`src/hdl/lsv_pkg.sv`:
```
// ----------------------------------------------------------------------------
// lsv_pkg
// Shared types, constants and the pattern-to-error table of the line sensor
// vote and steering error block.
// ----------------------------------------------------------------------------
package lsv_pkg;

  localparam int unsigned SENSORS    = 10;
  localparam int unsigned HALF       = 5;
  localparam int unsigned STOPS      = 2;
  localparam int unsigned WINDOW_DEF = 5;

  localparam int unsigned CNT_W      = 3;
  localparam int unsigned WGT_W      = 4;
  localparam int unsigned ERR_W      = 5;
  localparam int unsigned RES_W      = 8;
  localparam int unsigned ACC_W      = 10;
  localparam int unsigned CFG_IDX_W  = 2;
  localparam int unsigned CFG_DATA_W = 4;

  localparam int ERR_LIMIT = 120;

  localparam logic [CNT_W-1:0] THRESH_RST = CNT_W'(3);
  localparam logic [WGT_W-1:0] OPP_W_RST  = WGT_W'(3);
  localparam logic [WGT_W-1:0] SAME_W_RST = WGT_W'(5);

  typedef enum logic [CFG_IDX_W-1:0] {
    CFG_THRESH = 2'd0,
    CFG_OPP_W  = 2'd1,
    CFG_SAME_W = 2'd2
  } cfg_idx_t;

  typedef struct packed {
    logic [SENSORS-1:0] sensor_bits;
    logic [STOPS-1:0]   stop_bits;
    logic               front_primary;
  } lsv_in_t;

  typedef struct packed {
    logic signed [RES_W-1:0] error_tenths;
    logic                    line_lost;
    logic                    stop_first;
    logic                    stop_second;
    logic [SENSORS-1:0]      voted_sensors;
  } lsv_out_t;

  typedef struct packed {
    logic               last;
    logic [SENSORS-1:0] voted;
    logic               stop_first;
    logic               stop_second;
  } lsv_vote_t;

  typedef struct packed {
    logic                    hit;
    logic signed [ERR_W-1:0] val;
  } lsv_map_t;

  // Pattern bit k is pin k of the array; rear values are doubled near center.
  function automatic lsv_map_t lsv_map(input logic [HALF-1:0] pat, input logic rear);
    lsv_map_t m;
    m.hit = 1'b1;
    m.val = '0;
    unique case (pat)
      5'd31, 5'd4: m.val = 5'sd0;
      5'd6:        m.val = rear ? 5'sd2 : 5'sd1;
      5'd2:        m.val = rear ? 5'sd4 : 5'sd2;
      5'd3:        m.val = 5'sd6;
      5'd1:        m.val = 5'sd8;
      5'd12:       m.val = rear ? -5'sd2 : -5'sd1;
      5'd8:        m.val = rear ? -5'sd4 : -5'sd2;
      5'd24:       m.val = -5'sd6;
      5'd16:       m.val = -5'sd8;
      default:     m.hit = 1'b0;
    endcase
    return m;
  endfunction

endpackage

```
`src/hdl/lsv_stream_if.sv`:
```
// ----------------------------------------------------------------------------
// lsv_stream_if
// Valid/ready stream channel carrying one payload per transaction.
// ----------------------------------------------------------------------------
interface lsv_stream_if #(parameter type payload_t = logic);
  logic     valid;
  logic     ready;
  payload_t data;

  modport source (output valid, output data, input ready);
  modport sink (input valid, input data, output ready);
endinterface

```
`src/hdl/lsv_vote.sv`:
```
// ----------------------------------------------------------------------------
// lsv_vote
// Per-pin hit counters over a sample window and threshold vote.
// ----------------------------------------------------------------------------
module lsv_vote #(
  parameter int unsigned WINDOW = lsv_pkg::WINDOW_DEF
) (
  input  logic                           clk,
  input  logic                           rst_n,
  input  logic                           step,
  input  logic [lsv_pkg::SENSORS-1:0]    sensor_bits,
  input  logic [lsv_pkg::STOPS-1:0]      stop_bits,
  input  logic [lsv_pkg::CNT_W-1:0]      threshold,
  output lsv_pkg::lsv_vote_t             vote
);
  import lsv_pkg::*;

  logic [CNT_W-1:0] hit_r    [SENSORS];
  logic [CNT_W-1:0] hit_nxt  [SENSORS];
  logic [CNT_W-1:0] stop_r   [STOPS];
  logic [CNT_W-1:0] stop_nxt [STOPS];
  logic [CNT_W-1:0] wc_r;
  logic [CNT_W-1:0] wc_nxt;
  logic [CNT_W-1:0] wc_inc;
  logic             fresh;
  logic [STOPS-1:0] stop_vote;

  always_comb begin
    fresh     = (wc_r == '0);
    wc_inc    = wc_r + CNT_W'(1);
    vote.last = (wc_inc == CNT_W'(WINDOW));
    wc_nxt    = vote.last ? '0 : wc_inc;
    for (int i = 0; i < SENSORS; i++) begin
      hit_nxt[i]    = (fresh ? '0 : hit_r[i]) + CNT_W'(sensor_bits[i]);
      vote.voted[i] = (hit_nxt[i] >= threshold);
    end
    for (int j = 0; j < STOPS; j++) begin
      stop_nxt[j]  = (fresh ? '0 : stop_r[j]) + CNT_W'(stop_bits[j]);
      stop_vote[j] = (stop_nxt[j] >= threshold);
    end
    vote.stop_first  = stop_vote[0];
    vote.stop_second = stop_vote[1];
  end

  always_ff @(posedge clk) begin
    if (!rst_n) begin
      wc_r <= '0;
      for (int i = 0; i < SENSORS; i++) hit_r[i] <= '0;
      for (int j = 0; j < STOPS; j++) stop_r[j] <= '0;
    end else if (step) begin
      wc_r <= wc_nxt;
      for (int i = 0; i < SENSORS; i++) hit_r[i] <= hit_nxt[i];
      for (int j = 0; j < STOPS; j++) stop_r[j] <= stop_nxt[j];
    end
  end

  a_wc_range: assert property (@(posedge clk) disable iff (!rst_n)
    wc_r < CNT_W'(WINDOW))
    else $error("window counter out of range");

  a_wc_wrap: assert property (@(posedge clk) disable iff (!rst_n)
    step && vote.last |=> wc_r == '0)
    else $error("window did not restart after last sample");

  a_wc_count: assert property (@(posedge clk) disable iff (!rst_n)
    step && !vote.last |=> wc_r == $past(wc_inc))
    else $error("window counter skipped");

endmodule

```
`src/hdl/lsv_err.sv`:
```
// ----------------------------------------------------------------------------
// lsv_err
// Front/rear pattern decode with held errors and combined steering error.
// ----------------------------------------------------------------------------
module lsv_err (
  input  logic                              clk,
  input  logic                              rst_n,
  input  logic                              fire,
  input  lsv_pkg::lsv_vote_t                vote,
  input  logic                              front_primary,
  input  logic [lsv_pkg::WGT_W-1:0]         opp_w,
  input  logic [lsv_pkg::WGT_W-1:0]         same_w,
  output logic signed [lsv_pkg::RES_W-1:0]  error_tenths,
  output logic                              line_lost
);
  import lsv_pkg::*;

  logic signed [ERR_W-1:0] fe_r;
  logic signed [ERR_W-1:0] re_r;
  lsv_map_t                fm;
  lsv_map_t                rm;
  logic signed [ERR_W-1:0] fe;
  logic signed [ERR_W-1:0] re;
  logic signed [ERR_W-1:0] prim;
  logic signed [ERR_W-1:0] sec;
  logic                    opp;
  logic [WGT_W-1:0]        wt;
  logic signed [ACC_W-1:0] wt_x;
  logic signed [ACC_W-1:0] sec_x;
  logic signed [ACC_W-1:0] prim_x;
  logic signed [ACC_W-1:0] base;
  logic signed [ACC_W-1:0] prod;
  logic signed [ACC_W-1:0] sum;
  logic signed [ACC_W-1:0] sat;

  always_comb begin
    fm     = lsv_map(vote.voted[HALF-1:0], 1'b0);
    rm     = lsv_map(vote.voted[SENSORS-1:HALF], 1'b1);
    fe     = fm.hit ? fm.val : fe_r;
    re     = rm.hit ? rm.val : re_r;
    opp    = (fe < 0 && re > 0) || (fe > 0 && re < 0);
    prim   = front_primary ? fe : re;
    sec    = front_primary ? re : fe;
    wt     = opp ? opp_w : same_w;
    wt_x   = $signed({{(ACC_W-WGT_W){1'b0}}, wt});
    sec_x  = ACC_W'(sec);
    prim_x = ACC_W'(prim);
    base   = (prim_x <<< 3) + (prim_x <<< 1);
    prod   = wt_x * sec_x;
    sum    = opp ? (base - prod) : (base + prod);
    if (sum > ACC_W'(ERR_LIMIT))
      sat = ACC_W'(ERR_LIMIT);
    else if (sum < -ACC_W'(ERR_LIMIT))
      sat = -ACC_W'(ERR_LIMIT);
    else
      sat = sum;
    line_lost    = (vote.voted == '0);
    error_tenths = line_lost ? '0 : sat[RES_W-1:0];
  end

  always_ff @(posedge clk) begin
    if (!rst_n) begin
      fe_r <= '0;
      re_r <= '0;
    end else if (fire) begin
      fe_r <= fe;
      re_r <= re;
    end
  end

endmodule

```
`src/hdl/line_sensor_vote_and_error_top.sv`:
```
// ----------------------------------------------------------------------------
// line_sensor_vote_and_error_top
// Windowed threshold vote of ten line and two stop sensors, with a combined
// front/rear steering error in tenths on the last sample of each window.
//
//   channel  dir  handshake         payload
//   in_if    in   valid/ready       sensor_bits, stop_bits, front_primary
//   out_if   out  valid/ready       error_tenths, line_lost, stop_first,
//                                   stop_second, voted_sensors
//   cfg_*    in   cfg_we            cfg_idx, cfg_wdata (write only)
//
// One sample transaction per cycle unless stalled; the last sample of a window
// passes the input register, then the result register, before its result leaves.
// Synchronous active-low reset clears counters, held errors and valid flags.
// A stalled result stalls only samples that close a window; mid-window
// samples keep flowing.
// ----------------------------------------------------------------------------
module line_sensor_vote_and_error_top #(
  parameter int unsigned WINDOW = lsv_pkg::WINDOW_DEF
) (
  input  logic                            clk,
  input  logic                            rst_n,
  lsv_stream_if.sink                      in_if,
  lsv_stream_if.source                    out_if,
  input  logic                            cfg_we,
  input  logic [lsv_pkg::CFG_IDX_W-1:0]   cfg_idx,
  input  logic [lsv_pkg::CFG_DATA_W-1:0]  cfg_wdata
);
  import lsv_pkg::*;

  logic [CNT_W-1:0]        thresh_r;
  logic [WGT_W-1:0]        opp_w_r;
  logic [WGT_W-1:0]        same_w_r;
  logic                    st_valid_r;
  lsv_in_t                 st_r;
  logic                    out_valid_r;
  lsv_out_t                out_r;
  logic                    out_free;
  logic                    adv;
  logic                    fire;
  lsv_vote_t               vote;
  logic signed [RES_W-1:0] err_tenths;
  logic                    lost;

  lsv_vote #(.WINDOW(WINDOW)) u_vote (
    .clk         (clk),
    .rst_n       (rst_n),
    .step        (adv),
    .sensor_bits (st_r.sensor_bits),
    .stop_bits   (st_r.stop_bits),
    .threshold   (thresh_r),
    .vote        (vote)
  );

  lsv_err u_err (
    .clk           (clk),
    .rst_n         (rst_n),
    .fire          (fire),
    .vote          (vote),
    .front_primary (st_r.front_primary),
    .opp_w         (opp_w_r),
    .same_w        (same_w_r),
    .error_tenths  (err_tenths),
    .line_lost     (lost)
  );

  assign out_free     = !out_valid_r || out_if.ready;
  assign adv          = st_valid_r && (out_free || !vote.last);
  assign fire         = adv && vote.last;
  assign in_if.ready  = !st_valid_r || adv;
  assign out_if.valid = out_valid_r;
  assign out_if.data  = out_r;

  always_ff @(posedge clk) begin
    if (!rst_n) begin
      thresh_r <= THRESH_RST;
      opp_w_r  <= OPP_W_RST;
      same_w_r <= SAME_W_RST;
    end else if (cfg_we) begin
      unique case (cfg_idx_t'(cfg_idx))
        CFG_THRESH: thresh_r <= cfg_wdata[CNT_W-1:0];
        CFG_OPP_W:  opp_w_r  <= cfg_wdata[WGT_W-1:0];
        CFG_SAME_W: same_w_r <= cfg_wdata[WGT_W-1:0];
        default: ;
      endcase
    end
  end

  always_ff @(posedge clk) begin
    if (!rst_n) begin
      st_valid_r <= 1'b0;
    end else if (in_if.valid && in_if.ready) begin
      st_valid_r <= 1'b1;
    end else if (adv) begin
      st_valid_r <= 1'b0;
    end
  end

  always_ff @(posedge clk) begin
    if (in_if.valid && in_if.ready) begin
      st_r <= in_if.data;
    end
  end

  always_ff @(posedge clk) begin
    if (!rst_n) begin
      out_valid_r <= 1'b0;
    end else if (fire) begin
      out_valid_r <= 1'b1;
    end else if (out_if.ready) begin
      out_valid_r <= 1'b0;
    end
  end

  always_ff @(posedge clk) begin
    if (fire) begin
      out_r.error_tenths  <= err_tenths;
      out_r.line_lost     <= lost;
      out_r.stop_first    <= vote.stop_first;
      out_r.stop_second   <= vote.stop_second;
      out_r.voted_sensors <= vote.voted;
    end
  end

  a_lost_zero: assert property (@(posedge clk) disable iff (!rst_n)
    out_valid_r && out_r.line_lost |-> out_r.error_tenths == '0)
    else $error("line lost with nonzero error");

  a_err_range: assert property (@(posedge clk) disable iff (!rst_n)
    out_valid_r |-> ($signed(out_r.error_tenths) >= -ERR_LIMIT &&
                     $signed(out_r.error_tenths) <= ERR_LIMIT))
    else $error("steering error out of range");

  a_lost_match: assert property (@(posedge clk) disable iff (!rst_n)
    out_valid_r |-> out_r.line_lost == (out_r.voted_sensors == '0))
    else $error("line lost flag disagrees with voted sensors");

  a_stage_hold: assert property (@(posedge clk) disable iff (!rst_n)
    st_valid_r && !adv |=> st_valid_r && $stable(st_r))
    else $error("stalled sample dropped or changed");

endmodule
```
`src/flat_wrapper.sv`:
```
// flat-port wrapper written by rule: the top's interface ports become plain ports
module line_sensor_vote_and_error_top_flat import lsv_pkg::*;
#(
  parameter int unsigned WINDOW = lsv_pkg::WINDOW_DEF
)
  (clk, rst_n, cfg_we, cfg_idx, cfg_wdata, in_if_valid, in_if_data, in_if_ready, out_if_valid, out_if_data, out_if_ready);
  lsv_stream_if in_if_i ();
  lsv_stream_if out_if_i ();
  input  logic clk;
  input  logic rst_n;
  input  logic cfg_we;
  input  logic [lsv_pkg::CFG_IDX_W-1:0] cfg_idx;
  input  logic [lsv_pkg::CFG_DATA_W-1:0] cfg_wdata;
  input wire logic [$bits(in_if_i.valid)-1:0] in_if_valid;
  input wire logic [$bits(in_if_i.data)-1:0] in_if_data;
  output wire logic [$bits(in_if_i.ready)-1:0] in_if_ready;
  output wire logic [$bits(out_if_i.valid)-1:0] out_if_valid;
  output wire logic [$bits(out_if_i.data)-1:0] out_if_data;
  input wire logic [$bits(out_if_i.ready)-1:0] out_if_ready;
  assign in_if_i.valid = in_if_valid;
  assign in_if_i.data = in_if_data;
  assign in_if_ready = in_if_i.ready;
  assign out_if_valid = out_if_i.valid;
  assign out_if_data = out_if_i.data;
  assign out_if_i.ready = out_if_ready;
  line_sensor_vote_and_error_top #(.WINDOW(WINDOW)) u_core (.clk(clk), .rst_n(rst_n), .in_if(in_if_i), .out_if(out_if_i), .cfg_we(cfg_we), .cfg_idx(cfg_idx), .cfg_wdata(cfg_wdata));
endmodule
```
`config.mk`:
```
export PLATFORM = sky130hd
export DESIGN_NAME = line_sensor_vote_and_error_top_flat
export DESIGN_NICKNAME = d
export VERILOG_FILES = /design/src/hdl/lsv_pkg.sv /design/src/hdl/lsv_stream_if.sv /design/src/hdl/lsv_vote.sv /design/src/hdl/lsv_err.sv /design/src/hdl/line_sensor_vote_and_error_top.sv /design/src/flat_wrapper.sv
export SDC_FILE = /design/constraint.sdc
export NUM_CORES = 1
export LEC_CHECK = 0
export BUFFER_PORTS_ARGS = -buffer_cell sky130_fd_sc_hd__buf_2
export CORE_UTILIZATION = 50
export DETAILED_ROUTE_END_ITERATION = 10
export GPL_ROUTABILITY_DRIVEN = 0
export PLACE_DENSITY = 0.78
export SETUP_SLACK_MARGIN = 0.3
export SLEW_MARGIN = 20
export SYNTH_ARGS = -nofsm -noshare
export SYNTH_HDL_FRONTEND = slang
export SYNTH_SLANG_ARGS = --single-unit
```
`constraint.sdc`:
```
create_clock -name clk -period 4.85 [get_ports clk]
set_input_delay 0.7275 -clock clk [delete_from_list [all_inputs] [get_ports clk]]
set_output_delay 0.7275 -clock clk [all_outputs]
set_load 0.05 [all_outputs]
```
==> metrics.md <==
| Metric | Value |
|---|---|
| Setup TNS | 0 ns |
| Synth-to-Final Area Change | 15.4% |
| Pin count of the biggest net entering global routing | 11 |
| Max-slew headroom | 0.770 |
| Register area share after synthesis | 0.432 |
| Skew final | 0.00434 ns |
| CTS H-tree depth | 1 |
| Cts repair resizes | 0 |
| Cts bufs inserted | 3 |
| Initial drt markers | 4 |
| Critical Path AT | 1.54 ns |
| CP startpoint kind | flip-flop |
| Vias in the first global route | 462 |
| Cells after synthesis | between 60 and 70 |
| Post-route cell area | ~750 um^2 |
| Unrepaired setup endpoints after global routing | no |
| Core area | around 1200 um^2 |
| Final Hold Viols | 0 |
| Total Routed Length | 1100 um |
| Synth Register Bits | 12 |
| Max clock buf depth | 2 |
| Ranking of synthesized cells by area | dfxtp_1 25%, edfxtp_1 19%, ha_1 9.7%, mux2i_1 4.6%, inv_1 4.1% |
| Worst-margin pin slew | 0.344 ns |
| Fillers | 99 |
| Routed len/inst | 11.7 um |
| CTS tree | built |
| LEAKAGE | approximately 0.00035 uW |
| GRT overflow | 0 |
| Cell count of the worst hold path | 2 |
| First-pass GRT wire length | 1880 um |
| Clk pin slew, worst setup/hold paths | ~0.070 ns |
| Share of cells above drive strength 1 | 0.225 |
| Critical path class | reg2out |
| I/O pins | 15 |
| Row count | 12 |
| Antenna diodes | 0 |
| Mean number of vias per cell | 5.24 |
| Syn Area/Cell | approximately 10 um^2 |
| Root buf cell | clkbuf_4 |
| All-layer global routing usage | 0.196 |
| Hold Path Origin | u_core.u_vote.wc_r[1] |
| Crit share post-route | 0.468 |
| Max VDD drop | around 0.18 mV |
| Die area | 1440 um^2 |
| Worst r2r src | u_core.u_vote.wc_r[0] |
| Cell variety after synth | 28 |
| FF-to-FF End | u_core.out_if.data |
| Pins Over Slew Limit | 0 |
| Worst skew pair latency | between 0.2 and 0.3 ns |
| Die width | 38.0 um |
| Status | finished clean |
| Worst Path Required | around 4.1 ns |
| YS warnings | 0 |
| # nets final | slightly below 100 |
| Die H | 38.0 um |
| Post-layout min period | 2.27 ns |
| Final setup fails | 0 |
| Clk sinks | 12 |
| Initial core utilization | 0.561 |
| Via count | 493 |
| Worst Hold End | u_core.u_vote.wc_r[1] |
| Drc violations | 0 |
| Initial antenna violation count | 0 |
| I/O Buffers | 12 |
| Synth area leader | dfxtp_1 |
| Mapped Nets | 82 |
| Mapped Area | 648 um^2 |
| Max-cap check violation count | 0 |
| DP HPWL | 890 um |
| Peak Freq | ~440 MHz |
| CTS Hold Buffers Added | 0 |
| DRT antenna net count | 0 |
| Worst Reg-to-Reg Cells | 8 |
| CP Capture Type | primary output |
| DRT Pass-1 Iters | 4 |
| PwrDens | between 200 and 300 nW/um^2 |
| Critical path fanouts, max | 5 |
| Top cell type's share of synthesized area | 0.247 |
| Reg2reg setup slack | 2.91 ns |
| Post-CTS setup buffers | 0 |
| Placed instance area | between 700 and 800 um^2 |
| Hold Path Class | reg2reg |
## worst max path at each step
stage / start / endpoint / slack [ns] / depth (start not counted)
2_1_floorplan: u_core.out_if.valid / in_if_ready / 2.75 / 2
3_3_place_gp: out_if_ready / in_if_ready / 2.78 / 4
3_5_place_dp: out_if_ready / in_if_ready / 2.77 / 4
6_report: u_core.u_vote.wc_r[1] / in_if_ready / 2.58 / 4
5_1_grt: u_core.u_vote.wc_r[1] / in_if_ready / 2.45 / 4
4_1_cts: u_core.u_vote.wc_r[1] / in_if_ready / 2.58 / 4
## flip-flops by register name, indices dropped and copies added, names as in the netlist
signal / flops
u_core.u_vote.wc_r: 3
u_core.st_valid_r: 1
u_core.out_if.data: 1
u_core.out_if.valid: 1
u_core.thresh_r: 3
u_core.u_vote.hit_r: 3
## logic make-up after synthesis
family,Yosys count,share of synthesized area
simple gates,23,0.210
compound gates,12,0.141
flops,12,0.432
buf+inv,8,0.0463
fa+ha+maj,5,0.0965
mux,3,0.0463
xor+xnor,2,0.0270
## through the flow
step / utilization / cells / worst slack [ns] / hold slack (ns) / total power (uW)
after CTS: 0.647 / 94 / 2.58 / 0.491 / 195
after global placement: 0.624 / 90 / 2.78 / 0.466 / 132
final: 0.647 / 94 / 2.58 / 0.486 / 193
after detailed placement: 0.624 / 90 / 2.77 / 0.481 / 134
after global routing: 0.647 / 94 / 2.45 / 0.513 / 202
after floorplan: - / 65 / 2.75 / 0.446 / 126
## per-layer routing
| metal | part of all wire | track usage | vias up |
|---|---|---|---|
| met4 | 0.012 | 0.107 | 0 |
| met1 | 0.49 | 0.229 | 230 |
| met5 | 0 | 0 | - |
| met2 | 0.48 | 0.323 | 6 |
| li1 | - | - | 255 |
| met3 | 0.024 | 0.0523 | 2 |
## where the power goes
part	internal (uW)	total (uW)	switching [uW]
sequential	107	110	2.11
combinational	9.82	21.6	11.8
clock	29.7	61.6	31.9
total	147	193	45.8
## worst max-delay path, stage by stage, from the launching register on
cell and delay, ns:
dfxtp_1 0.36, ha_1 0.26, xor2_1 0.26, nand4_1 0.16, buf_2 0.24
## cell usage after synthesis, drive strengths merged
library cell and instances:
a21boi 1, a21o 2, a21oi 2, a31oi 1, and2 2, and3 2, clkbuf 1, dfxtp 8
edfxtp 4, ha 5, inv 7, mux2i 3, nand2 5, nand2b 3, nand3b 2, nand4 1
nor2 3, nor2b 2, nor3b 1, o2111ai 1, o211ai 2, o21a 2, o31ai 1, or2b 1
or3b 1, xnor2 1, xor2 1
## area by class of cell
cell class | instances | area, um^2 | area share
Clock buffer | 3 | 22.5 | 0.0301
Clock inverter | 1 | 3.75 | 0.00502
Inverter | 7 | 26.3 | 0.0351
Multi-Input combinational cell | 45 | 338 | 0.452
Sequential cell | 12 | 280 | 0.375
Tap cell | 14 | 17.5 | 0.0234
Timing Repair Buffer | 12 | 60.1 | 0.0803
## placed cells by master (no fill, tap or decap), drive strengths merged
master   netlist  layout
o2111ai        1       1
nor2           3       3
clkinv         0       1
or2b           1       1
nand2b         3       3
or3b           1       1
a21oi          2       2
buf            0      12
dfxtp          8       8
xor2           1       1
and2           2       2
o21a           2       2
nand4          1       1
nand3b         2       2
a21o           2       2
a31oi          1       1
o31ai          1       1
nor3b          1       1
a21boi         1       1
inv            7       7
ha             5       5
clkbuf         1       3
and3           2       2
edfxtp         4       4
nor2b          2       2
nand2          5       5
mux2i          3       3
o211ai         2       2
xnor2          1       1
Note: power is estimated with default switching activity, not from simulation.
